File: src/hdl/ftba_pkg.sv
`timescale 1ns / 1ps
package ftba_pkg;

  localparam int FUNC_W     = 2;
  localparam int SIZE_W     = 4;
  localparam int IDX_W      = 3;
  localparam int STATUS_W   = 3;
  localparam int FREE_W     = 7;
  localparam int FIDX_MAX_W = 6;
  localparam int FREE_MAX   = 127;

  typedef enum logic [FUNC_W-1:0] {
    FN_CREATE = 2'd0,
    FN_DELETE = 2'd1,
    FN_READ   = 2'd2,
    FN_WRITE  = 2'd3
  } func_e;

  typedef enum logic [STATUS_W-1:0] {
    ST_OK       = 3'd0,
    ST_EXISTS   = 3'd1,
    ST_FULL     = 3'd2,
    ST_NOSPACE  = 3'd3,
    ST_NOTFOUND = 3'd4,
    ST_RANGE    = 3'd5,
    ST_TOOLARGE = 3'd6
  } status_e;

  // Result of one pass over the file table.
  typedef struct packed {
    logic                  done;
    logic                  hit;
    logic [FIDX_MAX_W-1:0] hit_idx;
    logic [SIZE_W-1:0]     hit_size;
    logic                  free;
    logic [FIDX_MAX_W-1:0] free_idx;
  } lookup_t;

endpackage

File: src/hdl/ftba_lookup.sv
`timescale 1ns / 1ps
module ftba_lookup #(
  parameter int NUM_FILES = 16,
  parameter int KEY_BITS  = 56
) (
  input  logic                                   clk_i,
  input  logic                                   rst_ni,
  input  logic                                   start_i,
  input  logic [KEY_BITS-1:0]                    key_i,
  input  logic [NUM_FILES-1:0]                   used_i,
  input  logic [KEY_BITS+ftba_pkg::SIZE_W-1:0]   rd_data_i,
  output logic [$clog2(NUM_FILES)-1:0]           rd_addr_o,
  output ftba_pkg::lookup_t                      res_o
);
  import ftba_pkg::*;

  localparam int FIDX_W = $clog2(NUM_FILES);

  logic [FIDX_W:0]   cnt_q;
  logic              busy_q, done_q, hit_q, free_q;
  logic [FIDX_W-1:0] hidx_q, fidx_q, cmp_idx;
  logic [SIZE_W-1:0] hsize_q;
  logic              match;

  // The table RAM has a registered read, so entry cnt-1 is compared
  // while entry cnt is being fetched.
  assign rd_addr_o = cnt_q[FIDX_W-1:0];
  assign cmp_idx   = FIDX_W'(cnt_q - 1'b1);
  assign match     = used_i[cmp_idx] && (rd_data_i[KEY_BITS-1:0] == key_i);

  always_ff @(posedge clk_i or negedge rst_ni) begin
    if (!rst_ni) begin
      cnt_q   <= '0;
      busy_q  <= 1'b0;
      done_q  <= 1'b0;
      hit_q   <= 1'b0;
      free_q  <= 1'b0;
      hidx_q  <= '0;
      fidx_q  <= '0;
      hsize_q <= '0;
    end else begin
      done_q <= 1'b0;
      if (start_i) begin
        cnt_q  <= '0;
        busy_q <= 1'b1;
        hit_q  <= 1'b0;
        free_q <= 1'b0;
      end else if (busy_q) begin
        cnt_q <= cnt_q + 1'b1;
        if (cnt_q != '0) begin
          if (match && !hit_q) begin
            hit_q   <= 1'b1;
            hidx_q  <= cmp_idx;
            hsize_q <= rd_data_i[KEY_BITS+SIZE_W-1:KEY_BITS];
          end
          if (!used_i[cmp_idx] && !free_q) begin
            free_q <= 1'b1;
            fidx_q <= cmp_idx;
          end
        end
        if (cnt_q == (FIDX_W+1)'(NUM_FILES)) begin
          busy_q <= 1'b0;
          done_q <= 1'b1;
        end
      end
    end
  end

  always_comb begin
    res_o          = '0;
    res_o.done     = done_q;
    res_o.hit      = hit_q;
    res_o.hit_idx  = FIDX_MAX_W'(hidx_q);
    res_o.hit_size = hsize_q;
    res_o.free     = free_q;
    res_o.free_idx = FIDX_MAX_W'(fidx_q);
  end

endmodule

File: config.mk
export PLATFORM = sky130hd
export DESIGN_NAME = ftba_lookup
export DESIGN_NICKNAME = d
export VERILOG_FILES = /design/src/hdl/ftba_pkg.sv /design/src/hdl/ftba_lookup.sv
export SDC_FILE = /design/constraint.sdc
export NUM_CORES = 1
export LEC_CHECK = 0
export CORE_ASPECT_RATIO = 0.7
export CORE_MARGIN = 4
export CORE_UTILIZATION = 50
export CTS_CLUSTER_DIAMETER = 40
export DETAILED_ROUTE_END_ITERATION = 12
export DONT_BUFFER_PORTS = 1
export PLACE_DENSITY = 0.64
export SLEW_MARGIN = 20
export SYNTH_ARGS = -nofsm -noshare
export SYNTH_HDL_FRONTEND = slang
export SYNTH_SLANG_ARGS = --single-unit
File: constraint.sdc
create_clock -name clk_i -period 3.74 [get_ports clk_i]
set_input_delay 0 -clock clk_i [delete_from_list [all_inputs] [get_ports clk_i]]
set_output_delay 0 -clock clk_i [all_outputs]
set_load 0.01 [all_outputs]
# Yosys cells after proc, flatten, opt, wreduce, memory -nomap -nowiden
# Cells that the tools add are included.
totals:
  register_bits: 21
  wordCells: 47
op_classes:
  addsub: 2
  magnitude_cmp: 1
  n_eq_ne: 2
  mux: 18
  bitwise: 1
  reduce_logical: 15
op_table:
  columns: ["operator", "n"]
  rows:
  - ["equality test 56 bit", 1]
  - ["2-to-1 mux 1 bit", 15]
  - ["2-to-1 mux 5 bit", 2]
  - ["AND reduction 4 bit", 2]
  - ["nonzero test 2 bit", 4]
  - ["AND reduction 3 bit", 2]
  - ["adder 5 x 1 -> 5 bit (second input constant)", 1]
  - ["equality test 5 bit (second input constant)", 1]
  - ["< comparator 4 x 5 -> 1 bit (second input constant)", 1]
  - ["nonzero test 5 bit", 1]
  - ["binary-select mux 1 bit (select 4 bit)", 1]
  - ["subtractor 4 x 1 -> 4 bit (second input constant)", 1]
  - ["logical AND 1 bit", 3]
  - ["logical NOT 1 bit", 3]
  - ["NOT 1 bit", 1]

# Depth between registers and ports, before layout
depth:
  word_depth: 9
  depth_mapped: 9
  mapped_depth_nobuf: 8

# Least setup slack after synthesis
# Ideal clock, no wire load.
synth_timing:
  path_type: "flip-flop to flip-flop"
  startpoint: "register cnt_q[0]"
  endpoint: "register fidx_q[2]"
  arrival_time_ns: 2.717
  required_time_ns: 3.615
  setup_slack_ns: 0.898
  path_stages_with_launch: 9
  period_less_slack_ns: 2.842
  path_cell_list: "dfrtp_1 > buf_2 > inv_1 > ha_1 > mux4_2 > mux4_2 > or4_1 > buf_2 > mux2_4"
synth_via:
  elab_chain_len: 6
  word_cells_on_any_way: 7
  cone_classes: "add/sub: 1; mux: 2; reduce/logical: 4"
synth_lines:
  columns: ["item", "line_no", "text"]
  rows:
  - ["start, declared", "ftba_lookup.sv:19", "logic [FIDX_W:0] cnt_q;"]
  - ["start signal, assigned", "ftba_lookup.sv:49", "cnt_q <= cnt_q + 1'b1;"]
  - ["subtractor 4 x 1 -> 4 bit", "ftba_lookup.sv:28", "assign cmp_idx = FIDX_W'(cnt_q - 1'b1);"]
  - ["net cmp_idx[0]", "ftba_lookup.sv:21", "logic [FIDX_W-1:0] hidx_q, fidx_q, cmp_idx;"]
  - ["binary-select mux 1 bit (select 4 bit)", "ftba_lookup.sv:56", "if (!used_i[cmp_idx] && !free_q) begin"]
  - ["2-to-1 mux 1 bit (not written as such)", "ftba_lookup.sv:56", null]
  - ["logical NOT 1 bit", "ftba_lookup.sv:56", null]
  - ["logical AND 1 bit", "ftba_lookup.sv:56", null]
  - ["AND reduction 4 bit (no line)", null, null]
  - ["end signal, assigned", "ftba_lookup.sv:58", "fidx_q <= cmp_idx;"]
  - ["end, declared", "ftba_lookup.sv:21", null]
# The timed path passes the listed nets, and every way through them passes these cells. The select of a mux whose other input is x is not followed.
# A chain may end at the register's enable or synchronous reset.

# Worst setup path after layout
layout_timing:
  startpoint: "register cnt_q[0]"
  endpoint: "register fidx_q[3]"
# Same word-level chain as after synthesis.

==> flow_summary.ini <==
[logic_synthesis]
synth_adder_area_share_pct = 2.20
yosys-mux-area-fraction_pct = 14.1
synth_compound_area_share_pct = 1.61
ys_async_sr_fraction_pct = 100
yosysTopAreaCell = dfrtp_1
synth_top_family_by_area = XOR/XNOR gates
synthFlopType = dfrtp_1
synthTopCellsByCount = 36 x xnor2_1, 26 x xor2_1, 21 x dfrtp_1
post_synth_xor_area_fraction_pct = 31.8
yosys_warnings = 0
synth_seq_cells = 21
synth_top_area_share_pct = 30.7
synth-edff-count = 0
yosysMostFrequentCell = xnor2_1
synth.top_cells.by_area = dfrtp_1 31%, xnor2_1 18%, xor2_1 13%, mux4_2 6.6%, buf_4 4.8%
syn_area_um2 = 1710
syn_area_per_cell_um2 = 10.2
syn_inst = 167
synth_seq_area_share_pct = 30.7
yosysUniqueCellTypes = 24
yosys.area_share.simple_pct = 12.4

[worst_setup_path]
worstSetupPathType = register to register
critPathCaptureType = register
crit_top_cell = mux4_2
crit_chain = inv_1 -> ha_1 -> mux4_2 -> mux4_2 -> or4_1 -> mux2_4
critical_path.slowest_cell = or4_1
worstSetupStartpointType = register
r2r_setup_slack_ns = 0.71
arrival_ns = 3.17
slowest_delay_ns = 0.63
crit_required_ns = 3.88
critPathMaxFanout = 7

[grt]
grt_pass1_wl_um = 6240
grt_pass1_vias = 1307
grt_use_total_pct = 17.5
grt_max_degree = 22
overflow = 0
antenna_found_initial = 0

[floorplanning]
die_y_um = 56.9
start_util_pct = 53.2
die-area_um2 = 4430
num_rows = 17
ios = 158
coreArea_um2 = 3210
fp.dieW_um = 77.9

[sta]
max_freq_mhz = 330
slew_viol_final = 0
final.period_utilization_pct = 81.0
hold_violations = 0
tns_ns = 0
worstMarginPinSlew_ns = 0.912
max_slew_margin_pct = 39.0
rsz0062_at_grt = false
setup_violations = 0
fin_skew_ns = 0.000973
period_needed_ns = 3.03

[place]
port_buffers = 0
place_congestion = 0.783
dp_hpwl_um = 3590
placed_area_um2 = 1690

[power]
sequentialPowerShare_pct = 49.9
switching_power_uw = 170
switching_share_pct = 28.9
leakage_nw = 0.736
vdd_drop_max_uv = 201
power_density_nw_per_um2 = 329
internal_power_uw = 419
power_frac_comb_pct = 25.9
clkPwrFrac_pct = 24.2

[clock_tree]
cts.sinks = 21
cts_root_buffer = clkbuf_8
cts-htree-levels = 1
cts_buffers = 3
post_cts.resized_instances = 0
clock_path_buffers = 2
clk_latency_ns = 0.25
cts_tree = yes
clk_pin_slew_ns = 0.07

[min_path]
hold_class = input port to async pin

[finish]
final_area_um2 = 1790
multi_input_area_um2 = 1080
diodes = 0
nets = 305
register_area_um2 = 526
syn2layout_area_growth_pct = 4.90
drive_gt1_share_pct = 11.4
fillerInstances = 279

[route]
wl_per_cell_um = 19.0
routed_wl_um = 4060
vias_per_cell = 5.55
num_vias = 1182
drt_first_pass_iters = 4
routed.top_layer = met4
wl_met2_um = 2120
drtIter0Drc = 47
drc = 0
met1_length_um = 1550
drtAntennaViolNets = 0
wl_met3_um = 375

[run_status]
status = finished clean

[flow_run]
maxCapViolCount = 0
through the flow:
stage / power (mW) / std cells / util (%) / hold WS (ns) / setup slack, ns
floorplan: 0.426 / 170 / - / -0.296 / 0.898
global placement: 0.435 / 203 / 52.5 / -0.295 / 0.763
detailed placement: 0.443 / 203 / 52.5 / -0.295 / 0.732
CTS: 0.598 / 213 / 55.8 / 0.359 / 0.721
global route: 0.625 / 213 / 55.8 / 0.414 / 0.577
finish: 0.590 / 213 / 55.8 / 0.325 / 0.711
critical path, delay by kind of cell, from the launching register on:
kind / cells / cell delay (ns)
flip-flops: 1 / 0.52
buffers and inverters: 1 / 0.13
multiplexers: 3 / 1.17
adder cells (fa/ha/maj): 1 / 0.46
AND/OR/NAND/NOR: 1 / 0.63
power by group through the flow:
stage | clock network [mW] | logic (mW) | registers [mW]
floorplan | 0 | 0.142 | 0.284
global placement | 0 | 0.138 | 0.298
detailed placement | 0 | 0.143 | 0.299
CTS | 0.148 | 0.155 | 0.295
global route | 0.158 | 0.169 | 0.298
finish | 0.143 | 0.153 | 0.294
sequential cells by signal, indices dropped and copies added (netlist names):
name     flops
cnt_q        5
hidx_q       4
hsize_q      4
busy_q       1
done_q       1
hit_q        1
free_q       1
fidx_q       4
per-layer routing:
layer	vias up	global-route usage (%)
met5	-	0
met1	555	20.6
li1	554	-
met2	71	32.4
met3	2	5.93
met4	0	0.761
worst paths after layout:
check                               from         to  cells past startpoint
setup / recovery                cnt_q[0]  fidx_q[3]                      6
hold / removal                    rst_ni  hidx_q[3]                      1
setup reg to reg                cnt_q[0]  fidx_q[3]                      6
hold reg to reg                fidx_q[0]  fidx_q[0]                      2
max in group asynchronous         rst_ni  hidx_q[2]                      1
min in group clk_i         rd_data_i[15]  hidx_q[1]                      5
cells by family after synthesis:
kind of cell / count (synthesis)
XOR/XNOR: 62
AND/OR/NAND/NOR: 39
flip-flops: 21
buffers and inverters: 20
multiplexers: 16
AO/OA/AOI/OAI: 5
adder cells (fa/ha/maj): 3
other: 1
repair_timing:
action,4_1_cts,5_1_grt
setup buffers,0,0
hold endpoints to repair,34,0
hold buffers,6,0
cell type report:
cell class / instances / area share, %
Clock buffer: 3 / 2.30
Sequential cell: 21 / 29.3
Inverter: 5 / 1.05
Timing Repair Buffer: 7 / 3.77
Clock inverter: 1 / 0.279
Multi-Input combinational cell: 129 / 60.0
Tap cell: 47 / 3.28
layout by cell type (no fill, tap or decap), drive strengths merged:
cell,count
xnor2,36
xor2,26
dfrtp,21
nand4,12
mux2,9
nor2,7
nor4,7
dlygate4sd3,6
inv,5
nand2,5
mux4,5
o21ai,4
conb,4
nor3,3
ha,3
clkbuf,3
nand2b,2
or4,2
mux2i,2
a21o,1
nand3,1
clkinv,1
buf,1
Note: power is estimated with default switching activity, not from simulation.
