## src/hdl/ftba_ram.sv

```systemverilog
`timescale 1ns / 1ps
module ftba_ram #(
  parameter int WIDTH = 8,
  parameter int DEPTH = 16
) (
  input  logic                     clk_i,
  input  logic                     we_i,
  input  logic [$clog2(DEPTH)-1:0] waddr_i,
  input  logic [WIDTH-1:0]         wdata_i,
  input  logic [$clog2(DEPTH)-1:0] raddr_i,
  output logic [WIDTH-1:0]         rdata_o
);

  logic [WIDTH-1:0] mem_q [DEPTH];
  logic [WIDTH-1:0] rdata_q;

  always_ff @(posedge clk_i) begin
    if (we_i) begin
      mem_q[waddr_i] <= wdata_i;
    end
    rdata_q <= mem_q[raddr_i];
  end

  assign rdata_o = rdata_q;

endmodule

```

## config.mk

```make
export PLATFORM = sky130hd
export DESIGN_NAME = ftba_ram
export DESIGN_NICKNAME = d
export VERILOG_FILES = /design/src/hdl/ftba_ram.sv
export SDC_FILE = /design/constraint.sdc
export NUM_CORES = 1
export LEC_CHECK = 0
export BUFFER_PORTS_ARGS = -buffer_cell sky130_fd_sc_hd__clkbuf_2
export CAP_MARGIN = 20
export CORE_UTILIZATION = 45
export CTS_CLUSTER_DIAMETER = 120
export DETAILED_ROUTE_END_ITERATION = 12
export GPL_TIMING_DRIVEN = 0
export PLACE_DENSITY = 0.62
export SYNTH_ARGS = -nofsm -noshare
export SYNTH_HDL_FRONTEND = slang
export SYNTH_SLANG_ARGS = --single-unit
```

## constraint.sdc

```tcl
create_clock -name clk_i -period 2.35 [get_ports clk_i]
set_input_delay 0.3525 -clock clk_i [delete_from_list [all_inputs] [get_ports clk_i]]
set_output_delay 0.3525 -clock clk_i [all_outputs]
set_load 0.05 [all_outputs]
```

## Word level (Yosys, flattened, before mapping)

Memory sizes are Yosys's and may differ from the RTL's. A register that Yosys moved wholly into a read port is not among the register bits.
Cells that the tools add are included.
Widths: inputs -> output; s select.

- Bits in registers: 0
- Bits in latches: 0
- Bits in writable memories: 128
- ROM bits: 0
- Input port bits: 18
- Output and inout port bits: 8
- Word-level logic and storage cells: 3
- Memories: 1

Memories:

| name | depth | bits a word | read ports | clocked after memory_dff | write ports | RTL line | RTL |
|---|---|---|---|---|---|---|---|
| mem_q | 16 | 8 | 1 | 1 | 1 | 14 | `logic [WIDTH-1:0] mem_q [DEPTH];` |

- Add/sub/neg operators: 0
- Multipliers: 0
- Div/mod/pow operators: 0
- $lt $le $gt $ge: 0
- Eq/ne operators: 0
- Shift operators: 0
- Muxes and demuxes: 2
- Bitwise operators: 0
- Reduce and logical (&&, ||, !) cells: 0

Operators with widths:

| operator | number |
|---|---|
| $mux 1 | 2 |

## Longest topological paths before layout

Gate-level depths: netlist of the first run.

- Depth in word-level cells: 2
- Gate-level depth with buffers: 5
- Mapped depth without buffers: 3

## Least setup slack after synthesis of the first run

OpenSTA, ideal clock, no wires.

- Kind: input to register
- Start point: input port waddr_i[2]
- End point: memory mem_q[0][0] (enable)
- Arrival time: 1.462 ns
- Required time: 1.967 ns
- Path slack: 0.505 ns
- Stages on the path: 2
- Cells stage by stage: or3b_2 > nor3_1

RTL lines:

| element | RTL line | RTL |
|---|---|---|
| start: declaration | 8 | `input logic [$clog2(DEPTH)-1:0] waddr_i,` |
| end: declaration | 14 |  |

No word-level cell before the write port.

## Final worst setup path of the first run

- Start point: input port waddr_i[2]
- End point: memory mem_q[3][1] (enable)

No word-level cell before the write port.

==> impl_metrics.env, run 1 <==
export IMPL_htree_num_levels=4
export IMPL_ff_latch_area_mm2=0.00400
export IMPL_drive_above_1_share=0.301
export IMPL_hold_ws_ps=377
export IMPL_overflow=0
export IMPL_avgSynthCellArea_um2=22.5
export IMPL_final_cell_mix="edfxtp_1 (128), clkbuf_2 (24), mux4_2 (18)"
export IMPL_place_congestion=0.691
export IMPL_mostFrequentLayoutCell="edfxtp_1"
export IMPL_die_area_mm2=0.0119
export IMPL_rsz0062_at_grt="no"
export IMPL_hold_path_class="in2reg"
export IMPL_placed_cell_area_mm2=0.00547
export IMPL_post_cts_buffers=0
export IMPL_slew_viol_final=0
export IMPL_design_area_mm2=0.00615
export IMPL_fin_nets=294
export IMPL_die_w_um=109
export IMPL_area_growth_pct=19.5
export IMPL_clock_power_share=0.498
export IMPL_die_h_um=109
export IMPL_swShare=0.194
export IMPL_period_share=0.675
export IMPL_hold_viol=0
export IMPL_routed_via_count=2343
export IMPL_outcome="finished clean"
export IMPL_pwr_density_cell_mw_per_mm2=982
export IMPL_start_util=0.469
export IMPL_syn_nets=247
export IMPL_finClkSkew_ps=12.3
export IMPL_grt_usage=0.186
export IMPL_firstDrtPassIters=4
export IMPL_clock_latency_ps=410
export IMPL_timing_rr_start="mem_q[7][4]"
export IMPL_crit_type="in2reg"
export IMPL_placementRows=38
export IMPL_tns_ps=0
export IMPL_cts_buffers=17
export IMPL_ir_worst_vdd_mv=0.458
export IMPL_slowest_delay_ps=630
export IMPL_port_buffers=24
export IMPL_p_int_uw=4870
export IMPL_max_slew_worst_pin_slew_ps=825
export IMPL_pwr_share_comb=0.051
export IMPL_critPathLaunch="waddr_i[2]"
export IMPL_wire_per_inst_um=22.5
export IMPL_arrival_ps=1620
export IMPL_seq_power_share=0.451
export IMPL_min_period_ps=1590
export IMPL_yosysSeqAreaShare=0.778
export IMPL_core_area_mm2=0.0110
export IMPL_cts_root_buf="clkbuf_16"
export IMPL_avgViaCountPerCell=5.46
export IMPL_clkSinkCount=136
export IMPL_ys_seq_elements=136
export IMPL_max_cap_violations=0
export IMPL_multi_input_area_mm2=0.00106
export IMPL_drc=0
export IMPL_cts_tree="done"
export IMPL_relSlewSlack=0.446
export IMPL_holdBufCountCts=0
export IMPL_grt_max_degree=17
export IMPL_p_total_uw=6040
export IMPL_p_leak_uw=0.00210
export IMPL_synth_top_area_frac=0.747
export IMPL_yosys_top_cells_area="edfxtp_1 (75%), mux4_2 (7.9%), mux4_1 (7.1%)"
export IMPL_grt_pass1_wl_um=14600
export IMPL_yosys_warnings=0
export IMPL_wirelength_um=9650
export IMPL_grt_pass1_vias=2369
export IMPL_fmax_mhz=630
export IMPL_start_kind="input pin"
export IMPL_clock_path_buffers=2
export IMPL_n_fill_cell=807
export IMPL_crit_fanout=8
export IMPL_min_delay_start="wdata_i[6]"
export IMPL_slowest_stage="nor2_1"
export IMPL_first_iter_violations=186
export IMPL_ys_types=19
export IMPL_cp_end_kind="flip-flop"
export IMPL_critPathRequiredTime_ps=2380
export IMPL_drtAntennaViolNets=0
export IMPL_cts_resized_gates=0
export IMPL_power_switching_uw=1170
export IMPL_path_cells="clkbuf_2 -> or3b_2 -> nor2_1"
export IMPL_setup_violations_final=0
export IMPL_syn_area_mm2=0.00515
export IMPL_clk_pin_slew_ps=50
export IMPL_dp_hpwl_um=6090
export IMPL_antenna_found_initial=0
export IMPL_synth_area_leader_cell="edfxtp_1"
export IMPL_synthCells=229
export IMPL_io_pins=26
export IMPL_antenna_cells=0
power by group through the flow:
stage,clock (µW),combinational [µW],sequential [µW]
CTS,3040,316,2730
finish,3010,311,2730
detailed placement,0,314,2780
global route,3150,334,2730
floorplan,0,138,2830
global placement,0,307,2770
Yosys cell counts:
master and count:
a22oi_1 16, and2_1 1, and2b_1 1, buf_2 3
buf_4 1, buf_6 3, clkdlybuf4s25_2 3, dfxtp_1 8
edfxtp_1 128, mux4_1 14, mux4_2 18, nand2_1 9
nand2b_1 2, nand3_1 1, nand3b_1 2, nor2_1 13
nor2b_1 1, nor3_1 4, or3b_2 1
kinds of logic after synthesis:
family	after synthesis	share of synthesized area
buf+inv	10	0.0168
compound gates	16	0.0233
simple gates	35	0.0318
mux	32	0.150
flops	136	0.778
per-layer routing:
metal | GRT usage | share of wire | up-vias
li1 | - | - | 1072
met1 | 0.262 | 0.44 | 1187
met2 | 0.274 | 0.49 | 77
met3 | 0.0538 | 0.053 | 7
met4 | 0.0724 | 0.0096 | 0
met5 | 0 | 0 | -
path summary, 6_finish.rpt:
kind / slack (ps) / cells past startpoint / endpoint
setup / recovery: 760 / 3 / mem_q[3][1]
setup reg to reg: 970 / 3 / rdata_o[4]
hold reg to reg: 680 / 3 / rdata_o[3]
hold / removal: 380 / 1 / mem_q[7][6]
layout make-up:
type,count,share of cell area
multi-input cells,83,0.172
repair buffers,28,0.0240
flip-flops and latches,136,0.651
well taps,140,0.0285
plain buffers,10,0.0140
clock buffers,21,0.0749
clock inverters,11,0.0358
worst max-delay path: cells and delay by family:
kind	cells	cell delay [ps]
buffers and inverters	1	100
AND/OR/NAND/NOR	2	1160
stage by stage:
stage,utilization,std cells,worst slack (ps)
after detailed placement,0.498,397,338
after CTS,0.560,429,752
final,0.560,429,763
after floorplan,-,229,505
after global placement,0.496,393,-79.1
after global routing,0.560,429,667
registers in the layout, indices dropped and copies added (netlist names):
name and count:
rdata_o 8, mem_q 128
Power figures use the tool's default switching activity.
==> run 2: changes to the inputs <==
--- a/config.mk
+++ b/config.mk
@@ -11,7 +11,7 @@
 export CTS_CLUSTER_DIAMETER = 120
 export DETAILED_ROUTE_END_ITERATION = 12
 export GPL_TIMING_DRIVEN = 0
-export PLACE_DENSITY = 0.62
+export PLACE_DENSITY = 0.64
 export SYNTH_ARGS = -nofsm -noshare
 export SYNTH_HDL_FRONTEND = slang
 export SYNTH_SLANG_ARGS = --single-unit
==> constraint.sdc (replaced) <==
create_clock -name clk_i -period 1.3 [get_ports clk_i]
set_input_delay 0.195 -clock clk_i [delete_from_list [all_inputs] [get_ports clk_i]]
set_output_delay 0.195 -clock clk_i [all_outputs]
set_load 0.05 [all_outputs]
==> impl_metrics.env, run 2 (synthesis gave the netlist of run 1 again) <==
export IMPL_outcome="complete, but fails checks"
export IMPL_use_met3=0.0329
export IMPL_p_total_uw=9700
export IMPL_violations="negative setup slack"
export IMPL_largest_register="mem_q"
export IMPL_path_cells="mux4_2 -> a22oi_2 -> nand2_1"
export IMPL_area_growth_pct=17.3
export IMPL_avgViaCountPerCell=5.56
export IMPL_hold_path_depth=1
export IMPL_drc=0
export IMPL_grt_usage=0.184
export IMPL_routed_via_count=2361
export IMPL_p_leak_uw=0.00199
export IMPL_mostFrequentLayoutCell="edfxtp_1"
export IMPL_power_switching_uw=2010
export IMPL_min_period_ps=1340
export IMPL_setup_violations_final=2
export IMPL_ir_worst_vdd_mv=0.830
export IMPL_clock_latency_ps=410
export IMPL_htree_num_levels=4
export IMPL_timing_rr_start="mem_q[12][0]"
export IMPL_max_cap_violations=0
export IMPL_cpLargestDelayFamily="multiplexers"
export IMPL_r2r_cells=3
export IMPL_firstDrtPassIters=4
export IMPL_io_pins=26
export IMPL_seq_power_share=0.508
export IMPL_p_int_uw=7690
export IMPL_start_kind="flip-flop"
export IMPL_critPathRequiredTime_ps=1580
export IMPL_cts_tree="done"
export IMPL_slowest_stage="mux4_2"
export IMPL_antenna_cells=0
export IMPL_relSlewSlack=0.399
export IMPL_max_slew_worst_pin_slew_ps=898
export IMPL_r2r_setup_slack_ps=-40
export IMPL_first_iter_violations=220
export IMPL_start_util=0.469
export IMPL_die_w_um=109
export IMPL_largest_register_ffs=128
export IMPL_hold_viol=0
export IMPL_slew_viol_final=0
export IMPL_grt_max_degree=17
export IMPL_drtAntennaViolNets=0
export IMPL_worst_slack_ps=-38.4
export IMPL_use_met2=0.272
export IMPL_holdBufCountCts=0
export IMPL_cts_buffers=17
export IMPL_die_h_um=109
export IMPL_port_buffers=24
export IMPL_final_cell_mix="edfxtp_1 (128), mux4_2 (24), clkbuf_2 (24)"
export IMPL_hold_ws_ps=244
export IMPL_met1_usage=0.259
export IMPL_grt_pass1_wl_um=14500
export IMPL_slowest_delay_ps=500
export IMPL_arrival_ps=1620
export IMPL_fin_nets=290
export IMPL_core_area_mm2=0.0110
export IMPL_swShare=0.207
export IMPL_die_area_mm2=0.0119
export IMPL_wire_per_inst_um=22.9
export IMPL_fmax_mhz=747
export IMPL_critPathLaunch="mem_q[12][0]"
export IMPL_cts_root_buf="clkbuf_16"
export IMPL_placementRows=38
export IMPL_r2r_end="rdata_o[0]"
export IMPL_pwr_share_comb=0.062
export IMPL_finClkSkew_ps=5.62
export IMPL_clk_pin_slew_ps=50
export IMPL_clkSinkCount=136
export IMPL_design_area_mm2=0.00604
export IMPL_rsz0062_at_grt="yes"
export IMPL_clock_path_buffers=2
export IMPL_min_delay_start="wdata_i[5]"
export IMPL_finalNonFillerCells=425
export IMPL_antenna_found_initial=0
export IMPL_grt_pass1_vias=2436
export IMPL_crit_fanout=1
export IMPL_period_share=1.03
export IMPL_wirelength_um=9750
export IMPL_drive_above_1_share=0.361
export IMPL_hold_end="mem_q[6][5]"
export IMPL_placed_cell_area_mm2=0.00549
export IMPL_post_cts_buffers=0
export IMPL_place_congestion=0.698
export IMPL_crit_type="reg2reg"
export IMPL_dp_hpwl_um=6060
export IMPL_cp_end_kind="flip-flop"
export IMPL_placed_cells=393
export IMPL_overflow=0
export IMPL_tns_ps=-53.3
export IMPL_clock_power_share=0.430
export IMPL_pwr_density_cell_mw_per_mm2=1610
export IMPL_crit_buf_inv=0
export IMPL_grt_busiest_layer="met2"
export IMPL_hold_path_class="in2reg"
[run 2: cell types whose count changed in the layout (fill, tap and decap cells not counted), sizes merged]
cell and delta:
bufinv -6, clkinv -1, clkbuf +7, buf -4
[run 2: metal layers]
| metal | vias up | wire, µm |
|---|---|---|
| li1 | 1055 | - |
| met1 | 1223 | 4370 |
| met2 | 68 | 4610 |
| met3 | 15 | 501 |
| met4 | 0 | 266 |
| met5 | - | 0 |
[run 2: area by class of cell]
| cell class | instances | area (µm²) |
|---|---|---|
| fill | 790 | 4940 |
| timing repair buffer | 24 | 120 |
| buffer | 10 | 93.8 |
| tap | 140 | 175 |
| sequential | 136 | 4000 |
| clock buffer | 28 | 497 |
| multi-input combinational | 83 | 1130 |
| clock inverter | 4 | 20.0 |
[run 2: through the flow]
stage,util,setup slack [ps]
after detailed placement,0.500,-422
after floorplan,-,-31.5
final,0.550,-38.4
after CTS,0.548,-39.3
after global placement,0.500,-423
after global routing,0.550,-41.7
[run 2: repair_timing]
action,4_1_cts,5_1_grt
gates resized for setup,10,9
pin swaps,6,3
setup endpoints to repair,7,46
[run 2: how the worst max path moves through the flow]
stage,endpoint,slack (ps),cells after the start
detailed placement,rdata_o[0],-420,5
CTS,rdata_o[0],-40,3
finish,rdata_o[0],-40,3
global route,rdata_o[0],-40,3
floorplan,rdata_o[1],-30,5
global placement,rdata_o[0],-420,5
[run 2: power by group through the flow]
| stage | Combinational [µW] | Sequential (µW) | Clock [µW] |
|---|---|---|---|
| after detailed placement | 579 | 5020 | 0 |
| after CTS | 598 | 4930 | 4200 |
| after global routing | 640 | 4940 | 4400 |
| after global placement | 566 | 5010 | 0 |
| final | 602 | 4930 | 4170 |
| after floorplan | 257 | 5120 | 0 |
==> run 3: changes to the inputs <==
--- a/config.mk
+++ b/config.mk
@@ -5,13 +5,16 @@
 export SDC_FILE = /design/constraint.sdc
 export NUM_CORES = 1
 export LEC_CHECK = 0
+export ABC_AREA = 1
 export BUFFER_PORTS_ARGS = -buffer_cell sky130_fd_sc_hd__clkbuf_2
 export CAP_MARGIN = 20
 export CORE_UTILIZATION = 45
 export CTS_CLUSTER_DIAMETER = 120
 export DETAILED_ROUTE_END_ITERATION = 12
 export GPL_TIMING_DRIVEN = 0
+export HOLD_SLACK_MARGIN = 0.08
 export PLACE_DENSITY = 0.64
+export SKIP_LAST_GASP = 1
 export SYNTH_ARGS = -nofsm -noshare
 export SYNTH_HDL_FRONTEND = slang
 export SYNTH_SLANG_ARGS = --single-unit
==> impl_metrics.env, run 3 <==
export IMPL_core_area_mm2=0.0123
export IMPL_arrival_ps=1320
export IMPL_holdBufCountCts=0
export IMPL_drtAntennaViolNets=0
export IMPL_pre_cts_ws_ps=-426
export IMPL_grt_usage=0.231
export IMPL_wirelength_um=13800
export IMPL_grt_pass1_vias=3697
export IMPL_min_period_ps=1270
export IMPL_worst_slack_ps=26.5
export IMPL_syn_nets=569
export IMPL_grt_max_degree=17
export IMPL_avgViaCountPerCell=4.99
export IMPL_pwr_density_cell_mw_per_mm2=1580
export IMPL_place_congestion=0.907
export IMPL_setup_violations_final=0
export IMPL_p_leak_uw=0.00290
export IMPL_area_growth_pct=16.1
export IMPL_r2r_cells=6
export IMPL_final_cell_mix="nand2_1 (173), edfxtp_1 (128), inv_1 (100)"
export IMPL_rsz0062_at_grt="yes"
export IMPL_crit_type="in2reg"
export IMPL_placed_cells=741
export IMPL_firstDrtPassIters=5
export IMPL_synth_top_area_frac=0.667
export IMPL_yosysSeqAreaShare=0.694
export IMPL_async_reset_ff_frac=0
export IMPL_slew_viol_final=0
export IMPL_synth_flop_cell="edfxtp_1"
export IMPL_finalNonFillerCells=773
export IMPL_yosys_top_cells_area="edfxtp_1 (67%), nand2_1 (11%), nand3_1 (8.4%)"
export IMPL_cts_tree="done"
export IMPL_antenna_found_initial=0
export IMPL_p_total_uw=10500
export IMPL_drive_above_1_share=0.132
export IMPL_cts_buffers=17
export IMPL_die_area_mm2=0.0133
export IMPL_grt_pass1_wl_um=21100
export IMPL_ys_types=12
export IMPL_yosysMostFrequentCell="nand2_1"
export IMPL_finClkSkew_ps=7.48
export IMPL_drc=0
export IMPL_largest_register_ffs=128
export IMPL_max_cap_violations=0
export IMPL_cp_end_kind="flip-flop"
export IMPL_routed_via_count=3856
export IMPL_critPathRequiredTime_ps=1350
export IMPL_start_util=0.470
export IMPL_relSlewSlack=0.353
export IMPL_period_share=0.980
export IMPL_clock_path_buffers=2
export IMPL_cts_root_buf="clkbuf_16"
export IMPL_avgSynthCellArea_um2=10.5
export IMPL_ys_top_cells_by_count="nand2_1 (173), edfxtp_1 (128), inv_1 (100)"
export IMPL_placementRows=40
export IMPL_crit_fanout=8
export IMPL_outcome="finished clean"
export IMPL_syn_area_mm2=0.00577
export IMPL_hold_path_depth=4
export IMPL_post_cts_buffers=0
export IMPL_overflow=0
export IMPL_first_iter_violations=351
export IMPL_clk_pin_slew_ps=60
export IMPL_hold_path_class="in2reg"
export IMPL_yosys_warnings=0
export IMPL_max_slew_worst_pin_slew_ps=967
export IMPL_mostFrequentLayoutCell="nand2_1"
export IMPL_synthCells=551
export IMPL_cts_resized_gates=0
export IMPL_io_pins=26
export IMPL_fmax_mhz=785
export IMPL_ir_worst_vdd_mv=0.949
export IMPL_clock_latency_ps=430
export IMPL_port_buffers=22
export IMPL_die_h_um=115
export IMPL_synth_enable_flop_cells=128
export IMPL_htree_num_levels=4
export IMPL_hold_viol=0
export IMPL_dp_hpwl_um=8920
export IMPL_tns_ps=0
export IMPL_design_area_mm2=0.00669
export IMPL_start_kind="input pin"
export IMPL_die_w_um=115
export IMPL_ys_seq_elements=136
export IMPL_synth_area_leader_cell="edfxtp_1"
export IMPL_placed_cell_area_mm2=0.00609
export IMPL_largest_register="mem_q"
export IMPL_clkSinkCount=136
export IMPL_antenna_cells=0
export IMPL_fin_nets=610
export IMPL_wire_per_inst_um=17.8
-- run 3: layout make-up --
cell class	instances	area, µm²
buffer	24	166
clock buffer	17	425
clock inverter	15	179
fill	1053	5570
inverter	102	383
multi-input combinational	289	1220
sequential	136	4000
tap	168	210
timing repair buffer	22	110
-- run 3: worst max-delay path, stage by stage --
cell      delay [ps]
clkbuf_2         100
nand3b_1         240
nor2_1           780
-- run 3: through the flow --
stage                     hold WS, ps   util
after floorplan                   294      -
after global placement            625  0.496
after detailed placement          624  0.496
after CTS                         188  0.546
after global routing              204  0.546
final                             195  0.546
-- run 3: cells by family after synthesis --
logic type    count (synthesis)  share of synthesized area
simple gates                289                      0.210
flops                       136                      0.694
buf+inv                     126                     0.0952
-- run 3: where the power goes --
part / total, µW / internal [µW] / switching (µW) / leakage [µW]
clock: 4880 / 3010 / 1870 / 0.000285
sequential: 4930 / 4900 / 23.9 / 0.00122
combinational: 736 / 187 / 548 / 0.00139
total: 10500 / 8100 / 2440 / 0.00290
-- run 3: final timing paths --
kind / to / slack [ps] / startpoint
min: rdata_o[0] / 190 / raddr_i[2]
max reg2reg: rdata_o[2] / 260 / mem_q[11][2]
min reg2reg: rdata_o[2] / 710 / mem_q[2][2]
max: mem_q[5][7] / 30 / waddr_i[3]
-- run 3: per-layer routing --
| metal | up-vias | wire length [µm] | GRT usage |
|---|---|---|---|
| met2 | 176 | 6160 | 0.347 |
| met1 | 1791 | 6090 | 0.315 |
| met4 | 0 | 408 | 0.123 |
| li1 | 1857 | - | - |
| met5 | - | 0 | 0 |
| met3 | 32 | 1120 | 0.0496 |
